$ cat config.mk
export PLATFORM = sky130hd
export DESIGN_NAME = command_line_editor_tokenizer
export DESIGN_NICKNAME = d
export VERILOG_FILES = /design/src/cle_pkg.sv /design/src/command_line_editor_tokenizer.sv /design/src/cle_seq.sv /design/src/cle_dp.sv
export SDC_FILE = /design/constraint.sdc
export NUM_CORES = 1
export LEC_CHECK = 0
export BUFFER_PORTS_ARGS = -buffer_cell sky130_fd_sc_hd__buf_2
export CORE_AREA = 2 2 226 228
export CTS_CLUSTER_SIZE = 10
export DETAILED_ROUTE_END_ITERATION = 16
export DIE_AREA = 0 0 228 230
export PLACE_DENSITY = 0.67
export SYNTH_ARGS = -nofsm -noshare
export SYNTH_HDL_FRONTEND = slang
export SYNTH_HIERARCHICAL = 1
export SYNTH_SLANG_ARGS = --single-unit
$ cat constraint.sdc
create_clock -name clock -period 4.8 [get_ports clock]
set_clock_uncertainty 0.15 [all_clocks]
set_input_delay 0.72 -clock clock [delete_from_list [all_inputs] [get_ports clock]]
set_output_delay 0.72 -clock clock [all_outputs]
set_load 0.02 [all_outputs]
$ cat src/cle_pkg.sv
// Package for the command line editor: character codes, result kinds,
// microcode word format and the microcode ROM itself.
// No dependencies.
package cle_pkg;

   localparam int LINE_BUFFER_SIZE_DEF = 64;
   localparam int MAX_ARGS_DEF         = 8;

   localparam logic [7:0] CH_BS    = 8'h08;
   localparam logic [7:0] CH_LF    = 8'h0A;
   localparam logic [7:0] CH_CR    = 8'h0D;
   localparam logic [7:0] CH_SP    = 8'h20;
   localparam logic [7:0] CH_QUOTE = 8'h22;
   localparam logic [7:0] CH_DEL   = 8'h7F;
   localparam logic [7:0] CH_NUL   = 8'h00;

   typedef enum logic [1:0] {
      KIND_TX,
      KIND_ARG,
      KIND_DONE
   } kind_type;

   typedef enum logic [1:0] {
      MODE_SEEK,
      MODE_WORD,
      MODE_QUOTE
   } mode_type;

   typedef enum logic [3:0] {
      OP_NOP,
      OP_FETCH,
      OP_STORE,
      OP_EMIT_CHAR,
      OP_EMIT_CONST,
      OP_DEC_EMIT,
      OP_SCAN,
      OP_TAIL,
      OP_DONE
   } op_type;

   typedef enum logic [3:0] {
      COND_NEVER,
      COND_ALWAYS,
      COND_NO_REQ,
      COND_IS_CR,
      COND_IS_BS,
      COND_IS_LF,
      COND_FULL,
      COND_ECHO_OFF,
      COND_EMPTY,
      COND_AT_END,
      COND_MORE
   } cond_type;

   localparam int PC_W = 5;

   localparam logic [PC_W-1:0] ST_FETCH     = 5'd0;
   localparam logic [PC_W-1:0] ST_CHK_CR    = 5'd1;
   localparam logic [PC_W-1:0] ST_CHK_BS    = 5'd2;
   localparam logic [PC_W-1:0] ST_CHK_LF    = 5'd3;
   localparam logic [PC_W-1:0] ST_CHK_FULL  = 5'd4;
   localparam logic [PC_W-1:0] ST_STORE     = 5'd5;
   localparam logic [PC_W-1:0] ST_ECHO      = 5'd6;
   localparam logic [PC_W-1:0] ST_CR_EMPTY  = 5'd7;
   localparam logic [PC_W-1:0] ST_TX_CR     = 5'd8;
   localparam logic [PC_W-1:0] ST_TX_LF     = 5'd9;
   localparam logic [PC_W-1:0] ST_SCAN_RD   = 5'd10;
   localparam logic [PC_W-1:0] ST_SCAN      = 5'd11;
   localparam logic [PC_W-1:0] ST_TAIL      = 5'd12;
   localparam logic [PC_W-1:0] ST_DONE      = 5'd13;
   localparam logic [PC_W-1:0] ST_BS_EMPTY  = 5'd14;
   localparam logic [PC_W-1:0] ST_BS_1      = 5'd15;
   localparam logic [PC_W-1:0] ST_BS_SP     = 5'd16;
   localparam logic [PC_W-1:0] ST_BS_2      = 5'd17;

   typedef struct packed {
      op_type          op;
      logic [7:0]      tx;
      logic            last;
      cond_type        cond;
      logic [PC_W-1:0] target;
   } ucode_type;

   typedef struct packed {
      logic no_req;
      logic is_cr;
      logic is_bs;
      logic is_lf;
      logic full;
      logic echo_off;
      logic empty;
      logic at_end;
      logic more;
      logic hold;
   } flag_type;

   function automatic ucode_type ucode_rom(input logic [PC_W-1:0] pc);
      ucode_type w;
      w = '{op: OP_NOP, tx: CH_NUL, last: 1'b0, cond: COND_NEVER, target: ST_FETCH};
      unique case (pc)
         ST_FETCH: begin
            w.op = OP_FETCH; w.cond = COND_NO_REQ; w.target = ST_FETCH;
         end
         ST_CHK_CR: begin
            w.cond = COND_IS_CR; w.target = ST_CR_EMPTY;
         end
         ST_CHK_BS: begin
            w.cond = COND_IS_BS; w.target = ST_BS_EMPTY;
         end
         ST_CHK_LF: begin
            w.cond = COND_IS_LF; w.target = ST_FETCH;
         end
         ST_CHK_FULL: begin
            w.cond = COND_FULL; w.target = ST_FETCH;
         end
         ST_STORE: begin
            w.op = OP_STORE; w.cond = COND_ECHO_OFF; w.target = ST_FETCH;
         end
         ST_ECHO: begin
            w.op = OP_EMIT_CHAR; w.last = 1'b1; w.cond = COND_ALWAYS; w.target = ST_FETCH;
         end
         ST_CR_EMPTY: begin
            w.cond = COND_EMPTY; w.target = ST_DONE;
         end
         ST_TX_CR: begin
            w.op = OP_EMIT_CONST; w.tx = CH_CR;
         end
         ST_TX_LF: begin
            w.op = OP_EMIT_CONST; w.tx = CH_LF;
         end
         ST_SCAN_RD: begin
            w.cond = COND_AT_END; w.target = ST_TAIL;
         end
         ST_SCAN: begin
            w.op = OP_SCAN; w.cond = COND_MORE; w.target = ST_SCAN_RD;
         end
         ST_TAIL: begin
            w.op = OP_TAIL;
         end
         ST_DONE: begin
            w.op = OP_DONE; w.last = 1'b1; w.cond = COND_ALWAYS; w.target = ST_FETCH;
         end
         ST_BS_EMPTY: begin
            w.cond = COND_EMPTY; w.target = ST_FETCH;
         end
         ST_BS_1: begin
            w.op = OP_DEC_EMIT; w.tx = CH_BS;
         end
         ST_BS_SP: begin
            w.op = OP_EMIT_CONST; w.tx = CH_SP;
         end
         ST_BS_2: begin
            w.op = OP_EMIT_CONST; w.tx = CH_BS; w.last = 1'b1;
            w.cond = COND_ALWAYS; w.target = ST_FETCH;
         end
         default: begin
            w.cond = COND_ALWAYS; w.target = ST_FETCH;
         end
      endcase
      return w;
   endfunction

endpackage

$ cat src/command_line_editor_tokenizer.sv
// Command line editor with quoted argument split: top level, echo register on the
// APB-style port; instantiates cle_seq and cle_dp, uses cle_pkg.
// Accepts a new character only when the previous one is fully handled; the output
// register holds a result while rsp_stall is high. Reset: synchronous; empties line,
// echo enabled.
module command_line_editor_tokenizer
   import cle_pkg::*;
#(
   parameter int LINE_BUFFER_SIZE = LINE_BUFFER_SIZE_DEF,
   parameter int MAX_ARGS         = MAX_ARGS_DEF
) (
   input  logic        clock,
   input  logic        reset,
   input  logic        req_valid,
   output logic        req_stall,
   input  logic [7:0]  req_rx_char,
   output logic        rsp_valid,
   input  logic        rsp_stall,
   output logic [1:0]  rsp_kind,
   output logic [7:0]  rsp_tx_char,
   output logic [2:0]  rsp_arg_index,
   output logic [5:0]  rsp_arg_start,
   output logic [5:0]  rsp_arg_length,
   output logic [3:0]  rsp_arg_count,
   output logic        rsp_last,
   input  logic        psel,
   input  logic        penable,
   input  logic        pwrite,
   input  logic [2:0]  paddr,
   input  logic [31:0] pwdata,
   output logic [31:0] prdata,
   output logic        pready
);

   localparam logic REG_ECHO = 1'b0;

   logic      echo_ff, echo_in;
   ucode_type ctl;
   flag_type  flags;

   assign pready = 1'b1;

   always_comb begin
      echo_in = echo_ff;
      if (psel && penable && pwrite && (paddr[2] == REG_ECHO)) begin
         echo_in = pwdata[0];
      end
      prdata = (paddr[2] == REG_ECHO) ? {31'b0, echo_ff} : '0;
   end

   always_ff @(posedge clock) begin
      if (reset) begin
         echo_ff <= 1'b1;
      end else begin
         echo_ff <= echo_in;
      end
   end

   cle_seq u_seq (
      .clock (clock),
      .reset (reset),
      .flags (flags),
      .ctl   (ctl)
   );

   cle_dp #(
      .LINE_BUFFER_SIZE (LINE_BUFFER_SIZE),
      .MAX_ARGS         (MAX_ARGS)
   ) u_dp (
      .clock          (clock),
      .reset          (reset),
      .ctl            (ctl),
      .echo_enable    (echo_ff),
      .flags          (flags),
      .req_valid      (req_valid),
      .req_stall      (req_stall),
      .req_rx_char    (req_rx_char),
      .rsp_valid      (rsp_valid),
      .rsp_stall      (rsp_stall),
      .rsp_kind       (rsp_kind),
      .rsp_tx_char    (rsp_tx_char),
      .rsp_arg_index  (rsp_arg_index),
      .rsp_arg_start  (rsp_arg_start),
      .rsp_arg_length (rsp_arg_length),
      .rsp_arg_count  (rsp_arg_count),
      .rsp_last       (rsp_last)
   );

endmodule

$ cat src/cle_seq.sv
// Microcode sequencer: step counter, ROM lookup and conditional jumps.
// Depends on cle_pkg.
module cle_seq
   import cle_pkg::*;
(
   input  logic      clock,
   input  logic      reset,
   input  flag_type  flags,
   output ucode_type ctl
);

   logic [PC_W-1:0] pc_ff, pc_in;
   logic            take;

   assign ctl = ucode_rom(pc_ff);

   always_comb begin
      unique case (ctl.cond)
         COND_NEVER:    take = 1'b0;
         COND_ALWAYS:   take = 1'b1;
         COND_NO_REQ:   take = flags.no_req;
         COND_IS_CR:    take = flags.is_cr;
         COND_IS_BS:    take = flags.is_bs;
         COND_IS_LF:    take = flags.is_lf;
         COND_FULL:     take = flags.full;
         COND_ECHO_OFF: take = flags.echo_off;
         COND_EMPTY:    take = flags.empty;
         COND_AT_END:   take = flags.at_end;
         COND_MORE:     take = flags.more;
         default:       take = 1'b1;
      endcase
      if (flags.hold) begin
         pc_in = pc_ff;
      end else if (take) begin
         pc_in = ctl.target;
      end else begin
         pc_in = pc_ff + 1'b1;
      end
   end

   always_ff @(posedge clock) begin
      if (reset) begin
         pc_ff <= ST_FETCH;
      end else begin
         pc_ff <= pc_in;
      end
   end

endmodule

$ cat src/cle_dp.sv
// Datapath: line buffer memory, fill count, argument scanner registers
// and the result output register. Driven by the control word; uses cle_pkg.
module cle_dp
   import cle_pkg::*;
#(
   parameter int LINE_BUFFER_SIZE = LINE_BUFFER_SIZE_DEF,
   parameter int MAX_ARGS         = MAX_ARGS_DEF
) (
   input  logic       clock,
   input  logic       reset,
   input  ucode_type  ctl,
   input  logic       echo_enable,
   output flag_type   flags,
   input  logic       req_valid,
   output logic       req_stall,
   input  logic [7:0] req_rx_char,
   output logic       rsp_valid,
   input  logic       rsp_stall,
   output logic [1:0] rsp_kind,
   output logic [7:0] rsp_tx_char,
   output logic [2:0] rsp_arg_index,
   output logic [5:0] rsp_arg_start,
   output logic [5:0] rsp_arg_length,
   output logic [3:0] rsp_arg_count,
   output logic       rsp_last
);

   localparam int AW = $clog2(LINE_BUFFER_SIZE);
   localparam int CW = $clog2(MAX_ARGS + 1);

   logic [7:0]    mem [LINE_BUFFER_SIZE];
   logic [7:0]    rd_ff;

   logic [7:0]    char_ff, char_in;
   logic [AW-1:0] fill_ff, fill_in;
   logic [AW-1:0] idx_ff, idx_in;
   logic [AW-1:0] start_ff, start_in;
   mode_type      mode_ff, mode_in;
   logic [CW-1:0] count_ff, count_in;

   logic          out_valid_ff, out_valid_in;
   kind_type      kind_ff, kind_in;
   logic [7:0]    tx_ff, tx_in;
   logic [2:0]    aidx_ff, aidx_in;
   logic [5:0]    astart_ff, astart_in;
   logic [5:0]    alen_ff, alen_in;
   logic [3:0]    acnt_ff, acnt_in;
   logic          last_ff, last_in;

   logic          accept, term, limit, emit_req, out_free, go, store_en;
   logic [CW:0]   count_inc;

   assign req_stall = (ctl.op != OP_FETCH);
   assign accept    = req_valid && !req_stall;

   assign term = ((mode_ff == MODE_WORD) && (rd_ff == CH_SP)) ||
                 ((mode_ff == MODE_QUOTE) && (rd_ff == CH_QUOTE));
   assign count_inc = {1'b0, count_ff} + 1'b1;
   assign limit     = term && (count_inc >= (CW+1)'(MAX_ARGS));

   always_comb begin
      unique case (ctl.op)
         OP_EMIT_CHAR, OP_EMIT_CONST, OP_DEC_EMIT, OP_DONE: emit_req = 1'b1;
         OP_SCAN: emit_req = term;
         OP_TAIL: emit_req = (mode_ff != MODE_SEEK);
         default: emit_req = 1'b0;
      endcase
   end

   assign out_free = !out_valid_ff || !rsp_stall;
   assign go       = !(emit_req && !out_free);
   assign store_en = go && (ctl.op == OP_STORE);

   always_comb begin
      flags.no_req   = !req_valid;
      flags.is_cr    = (char_ff == CH_CR);
      flags.is_bs    = (char_ff == CH_BS) || (char_ff == CH_DEL);
      flags.is_lf    = (char_ff == CH_LF);
      flags.full     = (fill_ff == AW'(LINE_BUFFER_SIZE - 1));
      flags.echo_off = !echo_enable;
      flags.empty    = (fill_ff == '0);
      flags.at_end   = (idx_ff == fill_ff);
      flags.more     = !limit;
      flags.hold     = !go;
   end

   // state updates
   always_comb begin
      char_in  = char_ff;
      fill_in  = fill_ff;
      idx_in   = idx_ff;
      start_in = start_ff;
      mode_in  = mode_ff;
      count_in = count_ff;
      if (go) begin
         unique case (ctl.op)
            OP_FETCH: begin
               if (accept) begin
                  char_in  = req_rx_char;
                  idx_in   = '0;
                  mode_in  = MODE_SEEK;
                  count_in = '0;
               end
            end
            OP_STORE:    fill_in = fill_ff + 1'b1;
            OP_DEC_EMIT: fill_in = fill_ff - 1'b1;
            OP_SCAN: begin
               idx_in = idx_ff + 1'b1;
               if (mode_ff == MODE_SEEK) begin
                  if (rd_ff == CH_QUOTE) begin
                     mode_in  = MODE_QUOTE;
                     start_in = idx_ff + 1'b1;
                  end else if (rd_ff != CH_SP) begin
                     mode_in  = MODE_WORD;
                     start_in = idx_ff;
                  end
               end else if (term) begin
                  mode_in  = MODE_SEEK;
                  count_in = count_inc[CW-1:0];
               end
            end
            OP_TAIL: begin
               if (mode_ff != MODE_SEEK) begin
                  count_in = count_inc[CW-1:0];
               end
            end
            OP_DONE: fill_in = '0;
            default: ;
         endcase
      end
   end

   // result register
   always_comb begin
      out_valid_in = out_valid_ff && rsp_stall;
      kind_in      = kind_ff;
      tx_in        = tx_ff;
      aidx_in      = aidx_ff;
      astart_in    = astart_ff;
      alen_in      = alen_ff;
      acnt_in      = acnt_ff;
      last_in      = last_ff;
      if (emit_req && out_free) begin
         out_valid_in = 1'b1;
         kind_in      = KIND_TX;
         tx_in        = CH_NUL;
         aidx_in      = '0;
         astart_in    = '0;
         alen_in      = '0;
         acnt_in      = '0;
         last_in      = ctl.last;
         unique case (ctl.op)
            OP_EMIT_CHAR: tx_in = char_ff;
            OP_SCAN: begin
               kind_in   = KIND_ARG;
               aidx_in   = 3'(count_ff);
               astart_in = 6'(start_ff);
               alen_in   = 6'(idx_ff - start_ff);
            end
            OP_TAIL: begin
               kind_in   = KIND_ARG;
               aidx_in   = 3'(count_ff);
               astart_in = 6'(start_ff);
               alen_in   = 6'(fill_ff - start_ff);
            end
            OP_DONE: begin
               kind_in = KIND_DONE;
               acnt_in = 4'(count_ff);
            end
            default: tx_in = ctl.tx;
         endcase
      end
   end

   always_ff @(posedge clock) begin
      if (store_en) begin
         mem[fill_ff] <= char_ff;
      end
      rd_ff <= mem[idx_ff];
   end

   always_ff @(posedge clock) begin
      if (reset) begin
         fill_ff      <= '0;
         out_valid_ff <= 1'b0;
      end else begin
         fill_ff      <= fill_in;
         out_valid_ff <= out_valid_in;
      end
      char_ff   <= char_in;
      idx_ff    <= idx_in;
      start_ff  <= start_in;
      mode_ff   <= mode_in;
      count_ff  <= count_in;
      kind_ff   <= kind_in;
      tx_ff     <= tx_in;
      aidx_ff   <= aidx_in;
      astart_ff <= astart_in;
      alen_ff   <= alen_in;
      acnt_ff   <= acnt_in;
      last_ff   <= last_in;
   end

   assign rsp_valid      = out_valid_ff;
   assign rsp_kind       = kind_ff;
   assign rsp_tx_char    = tx_ff;
   assign rsp_arg_index  = aidx_ff;
   assign rsp_arg_start  = astart_ff;
   assign rsp_arg_length = alen_ff;
   assign rsp_arg_count  = acnt_ff;
   assign rsp_last       = last_ff;

endmodule

# Yosys cells after proc, flatten, opt, wreduce, memory -nomap -nowiden
# Memories as Yosys holds them, arrays and structs flattened. A register that Yosys moved wholly into a read port is not among the register bits.
# Index checks and enable logic that the tools add are counted.
[totals]
register_bits = 69
latchBits = 0
ram_bits = 512
romBits = 0
inputBits = 50
out_inout_bits = 65
word_cells = 153
mem_count = 1
[memory_table]
columns = ["name", "depth", "width", "read_ports", "rd_ports_with_merged_regs", "wr", "line_no", "rtl"]
rows = [
  ["u_dp.mem", 64, 8, 1, 1, 1, "cle_dp.sv:31", "logic [7:0] mem [LINE_BUFFER_SIZE];"],
]
[op_classes]
addsub = 7
mul = 0
div_mod_pow = 0
magnitude_cmp = 1
eq_ne = 52
n_shift = 0
mux = 30
n_bitwise = 2
reduce_logical = 44
[ops]
columns = ["cell", "count"]
rows = [
  ["$pmux 9 s11", 1],
  ["$eq 5x4->1 const B", 8],
  ["$eq 4x3->1 const B", 8],
  ["$pmux 4 s8", 1],
  ["$eq 8x4->1 const B", 3],
  ["$pmux 6 s2", 2],
  ["$pmux 6 s4", 1],
  ["$eq 5x3->1 const B", 4],
  ["$mux 6", 3],
  ["$pmux 6 s3", 1],
  ["$eq 4x2->1 const B", 4],
  ["$eq 4x4->1 const B", 4],
  ["$eq 8x6->1 const B", 2],
  ["$mux 4", 4],
  ["$pmux 8 s2", 1],
  ["$add 6x1->6 const B", 2],
  ["$pmux 4 s3", 1],
  ["$sub 6x6->6", 2],
  ["$logic_and 1x1->1", 11],
  ["$eq 5x2->1 const B", 2],
  ["$eq 5x5->1 const B", 2],
  ["$mux 2", 5],
  ["$pmux 1 s10", 1],
  ["$eq 8x7->1 const B", 1],
  ["38 further kinds", 62],
]

# Logic depth before layout (Yosys ltp)
[depth]
depth_word = 11
ltp_mapped = 20
depth_no_buf = 17

# Cells and area by module
# The synthesis kept the hierarchy.
[by_module_without_submodules]
columns = ["mod", "n_inst", "cells_per_inst", "area_per_inst_um2", "seq_area_each_um2"]
rows = [
  ["cle_dp", 1, 1360, 23580.1, 17356.6],
  ["cle_seq", 1, 134, 899.6, 100.1],
  ["command_line_editor_tokenizer", 1, 40, 315.3, 20.0],
]

# Worst setup path before layout
# Ideal clock, no wire load.
[synth_timing]
kind = "register to register"
start = "register u_seq.pc_ff[1]"
end = "register u_dp.acnt_ff[0], in the netlist u_dp/rsp_arg_count[0] (enable)"
setup_ns = 0.417
arrival_time_ns = 3.704
required_ns = 4.233
setup_slack_ns = 0.529
path_stages_with_launch = 16
path_buffers = 2
period_less_slack_ns = 4.271
cell_sequence = "dfxtp_1 ha_1 inv_1 nor3_1 ha_1 a21o_1 or3_1 clkbuf_1 nor2b_1 nand2_1 inv_2 nand2b_1 clkbuf_1 a211oi_2 o22ai_1 nor2_1"
[synth_lines]
columns = ["element", "line_no", "rtl"]
rows = [
  ["start, declared", "cle_seq.sv:12", "logic [PC_W-1:0] pc_ff, pc_in;"],
  ["start signal, assigned", "cle_seq.sv:45", "pc_ff <= pc_in;"],
  ["end signal, assigned", "cle_dp.sv:200", "acnt_ff <= acnt_in;"],
  ["end, declared", "cle_dp.sv:47", "logic [3:0] acnt_ff, acnt_in;"],
]

==> summary.txt <==
Route
  – Final WL: 53760 µm
  – Number of remaining DRC errors: 0
  – DR vias/cell: 5.864
  – Vias: 13.70k
  – ANT nets after route: 0
  – WL/cell: 23.01 µm
  – DRT Pass-1 Iters: 5
  – DR iter-0 viols: 1343

Synth
  – Synthesized cell area: 24780 µm²
  – YS warnings: 6
  – Mapped Avg Cell Area: 16.18 µm²
  – Synth Instances: 1532

STA
  – Final period util: 89.86%
  – Max Clock Freq: 231.9 MHz
  – Fin. max-slew vios: 0
  – Fin crit period: 4.313 ns
  – Final setup margin: 0.4870 ns
  – Setup TNS: 0 ns
  – Worst-margin pin slew: 1.079 ns
  – Hold Fails Final Rpt: 0
  – RSZ-0062 raised after global routing: no
  – Max transition margin: 28.08%
  – Final setup vio count: 0

Clock network
  – CTS buffer count: 69
  – TritonCTS clock tree: done
  – Clk Latency, worst-skew pair: 0.59 ns
  – CTS sink cnt: 589
  – Root buf cell: clkbuf_16
  – CTS clk-pin slew, worst paths: 0.05 ns
  – Post-CTS Setup Inserts: 0
  – H-tree depth: 3
  – Clock buffer depth: 3

Die
  – Num ports: 115
  – CORE AREA: 49860 µm²
  – Chip width: 228 µm
  – DIE HEIGHT: 230 µm
  – Rows: 82
  – Die ar.: 52440 µm²
  – Initial core utilization: 49.70%

Placed design
  – Post-Place Setup Slack: 0.4746 ns
  – I/O Buffers: 49
  – Post-DP HPWL: 32750 µm
  – GPL Wtd Cong: 0.8787

Cells and area
  – Diodes inserted: 0
  – Commonest non-fill, non-tap cell in the layout: edfxtp_1
  – Sequential cell area: 17480 µm²
  – NumNets Final: 1710
  – Multi-input logic area: 6630 µm²
  – P&R area growth vs syn: 12.33%
  – Commonest cells after routing, fill and taps aside: 568 x edfxtp_1, 117 x nor2_1, 114 x mux2i_1
  – Proportion of layout cells with a drive suffix above 1: 18.57%
  – Number of fillers in the final layout: 3897

Critical path
  – Critical Path Slowest Stage Cell: and2_1
  – Critical Path Start Type: register
  – Slowest stage delay, CP: 0.41 ns
  – CP required: 5.09 ns
  – WS Path Type: register to register
  – CP most frequent cell: a21oi_1
  – Setup crit end kind: register
  – Critical Path, Cell by Cell: ha_1 -> nor2b_1 -> a21oi_1 -> o22a_1 -> nor2_2 -> and2_1 -> nand2_1 -> mux2_2 -> ha_1 -> nor2b_1 -> o21ai_0 -> a21oi_1 -> o21a_1 -> or3_1 -> a21oi_1
  – Worst Path Arrival: 4.60 ns
  – Crit-path max FO: 10

Pwr
  – Cell internal pwr: 9869 µW
  – Sw Ratio: 28.87%
  – Leakage: 0.009415 µW
  – Clock network fraction of design power: 32.7%
  – Combinational Power Share: 21.4%
  – Worst VDD drop: 340.7 µV
  – Pwr dens: 498.4 nW/µm²
  – Share of power burned in registers: 45.9%
  – Switch Pwr: 4006 µW

GRT
  – Grt ovf: 0
  – Gr usage total: 20.74%
  – Vias in the first global route: 13.64k
  – First-pass GRT wire length: 81610 µm
  – Antenna violations before repair: 1
  – Largest net degree at the start of global routing: 113

Outcome
  – Status: complete, no violations

Run
  – Max-cap violation count: 0

Hold path
  – Hold WC Path Type: primary input to register
## critical path: cells and delay by family (launching register included)
| family | cells | cell delay, ns |
|---|---|---|
| flops | 1 | 0.40 |
| simple gates | 6 | 1.68 |
| compound gates | 6 | 0.98 |
| fa+ha+maj | 2 | 0.60 |
| mux | 1 | 0.37 |
## through the flow
step	total power (µW)	hold WS, ns	utilization [%]	cells	cell area [µm²]
floorplan	8542	0.3480	-	1564	24900
global placement	9350	0.3659	52.01	2242	25930
detailed placement	9420	0.3760	52.01	2242	25930
CTS	13950	0.1393	55.83	2336	27840
global route	14420	0.1352	55.83	2336	27840
finish	13870	0.1605	55.83	2336	27840
## sequential cells by signal (all words and copies together), names as in the netlist, 2 cells and up
signal,cells
u_seq/pc_ff,5
u_dp/rsp_arg_start,6
u_dp/count_ff,4
u_dp/rd_ff,8
u_dp/idx_ff,6
u_dp/mem,512
u_dp/mode_ff,2
u_dp/rsp_arg_length,6
u_dp/rsp_tx_char,8
u_dp/fill_ff,6
u_dp/rsp_arg_count,4
u_dp/rsp_kind,2
u_dp/char_ff,8
u_dp/start_ff,6
u_dp/rsp_arg_index,3
## repair_timing
item                       4_1_cts  5_1_grt
hold buffers                     0        0
resized for setup                0        1
setup endpoints to repair        0        1
## power by group through the flow
stage               sequential, µW  clock [µW]  combinational [µW]
finish                        6370        4540                2970
floorplan                     6510           0                2040
global route                  6390        4820                3200
CTS                           6370        4620                2960
global placement              6460           0                2890
detailed placement            6470           0                2950
## cell type report
type / count / share of cell area, %
tap: 672 / 3.020
timing repair buffer: 126 / 3.092
multi-input combinational: 821 / 23.82
sequential: 589 / 62.78
clock inverter: 5 / 0.2112
clock buffer: 89 / 6.625
inverter: 34 / 0.4584
## worst paths after layout
path / start / to / cells after the start / slack, ns
max: u_seq/pc_ff[1]$_SDFFE_PP0N_ / u_dp/rsp_arg_length[5]$_SDFFCE_PN0P_ / 15 / 0.49
min: req_rx_char[6] / u_dp/char_ff[6]$_DFFE_PP_ / 1 / 0.16
max reg2reg: u_seq/pc_ff[1]$_SDFFE_PP0N_ / u_dp/rsp_arg_length[5]$_SDFFCE_PN0P_ / 15 / 0.49
min reg2reg: echo_ff$_SDFFE_PP1P_ / echo_ff$_SDFFE_PP1P_ / 2 / 0.38
## metal layers
metal,vias up,GRT usage [%],part of all wire [%]
met4,0,6.556,2.8
li1,6103,-,-
met2,484,33.48,48
met1,7018,28.52,42
met5,-,0,0
met3,94,4.291,7.2
Note: power is estimated with default switching activity, not from simulation.
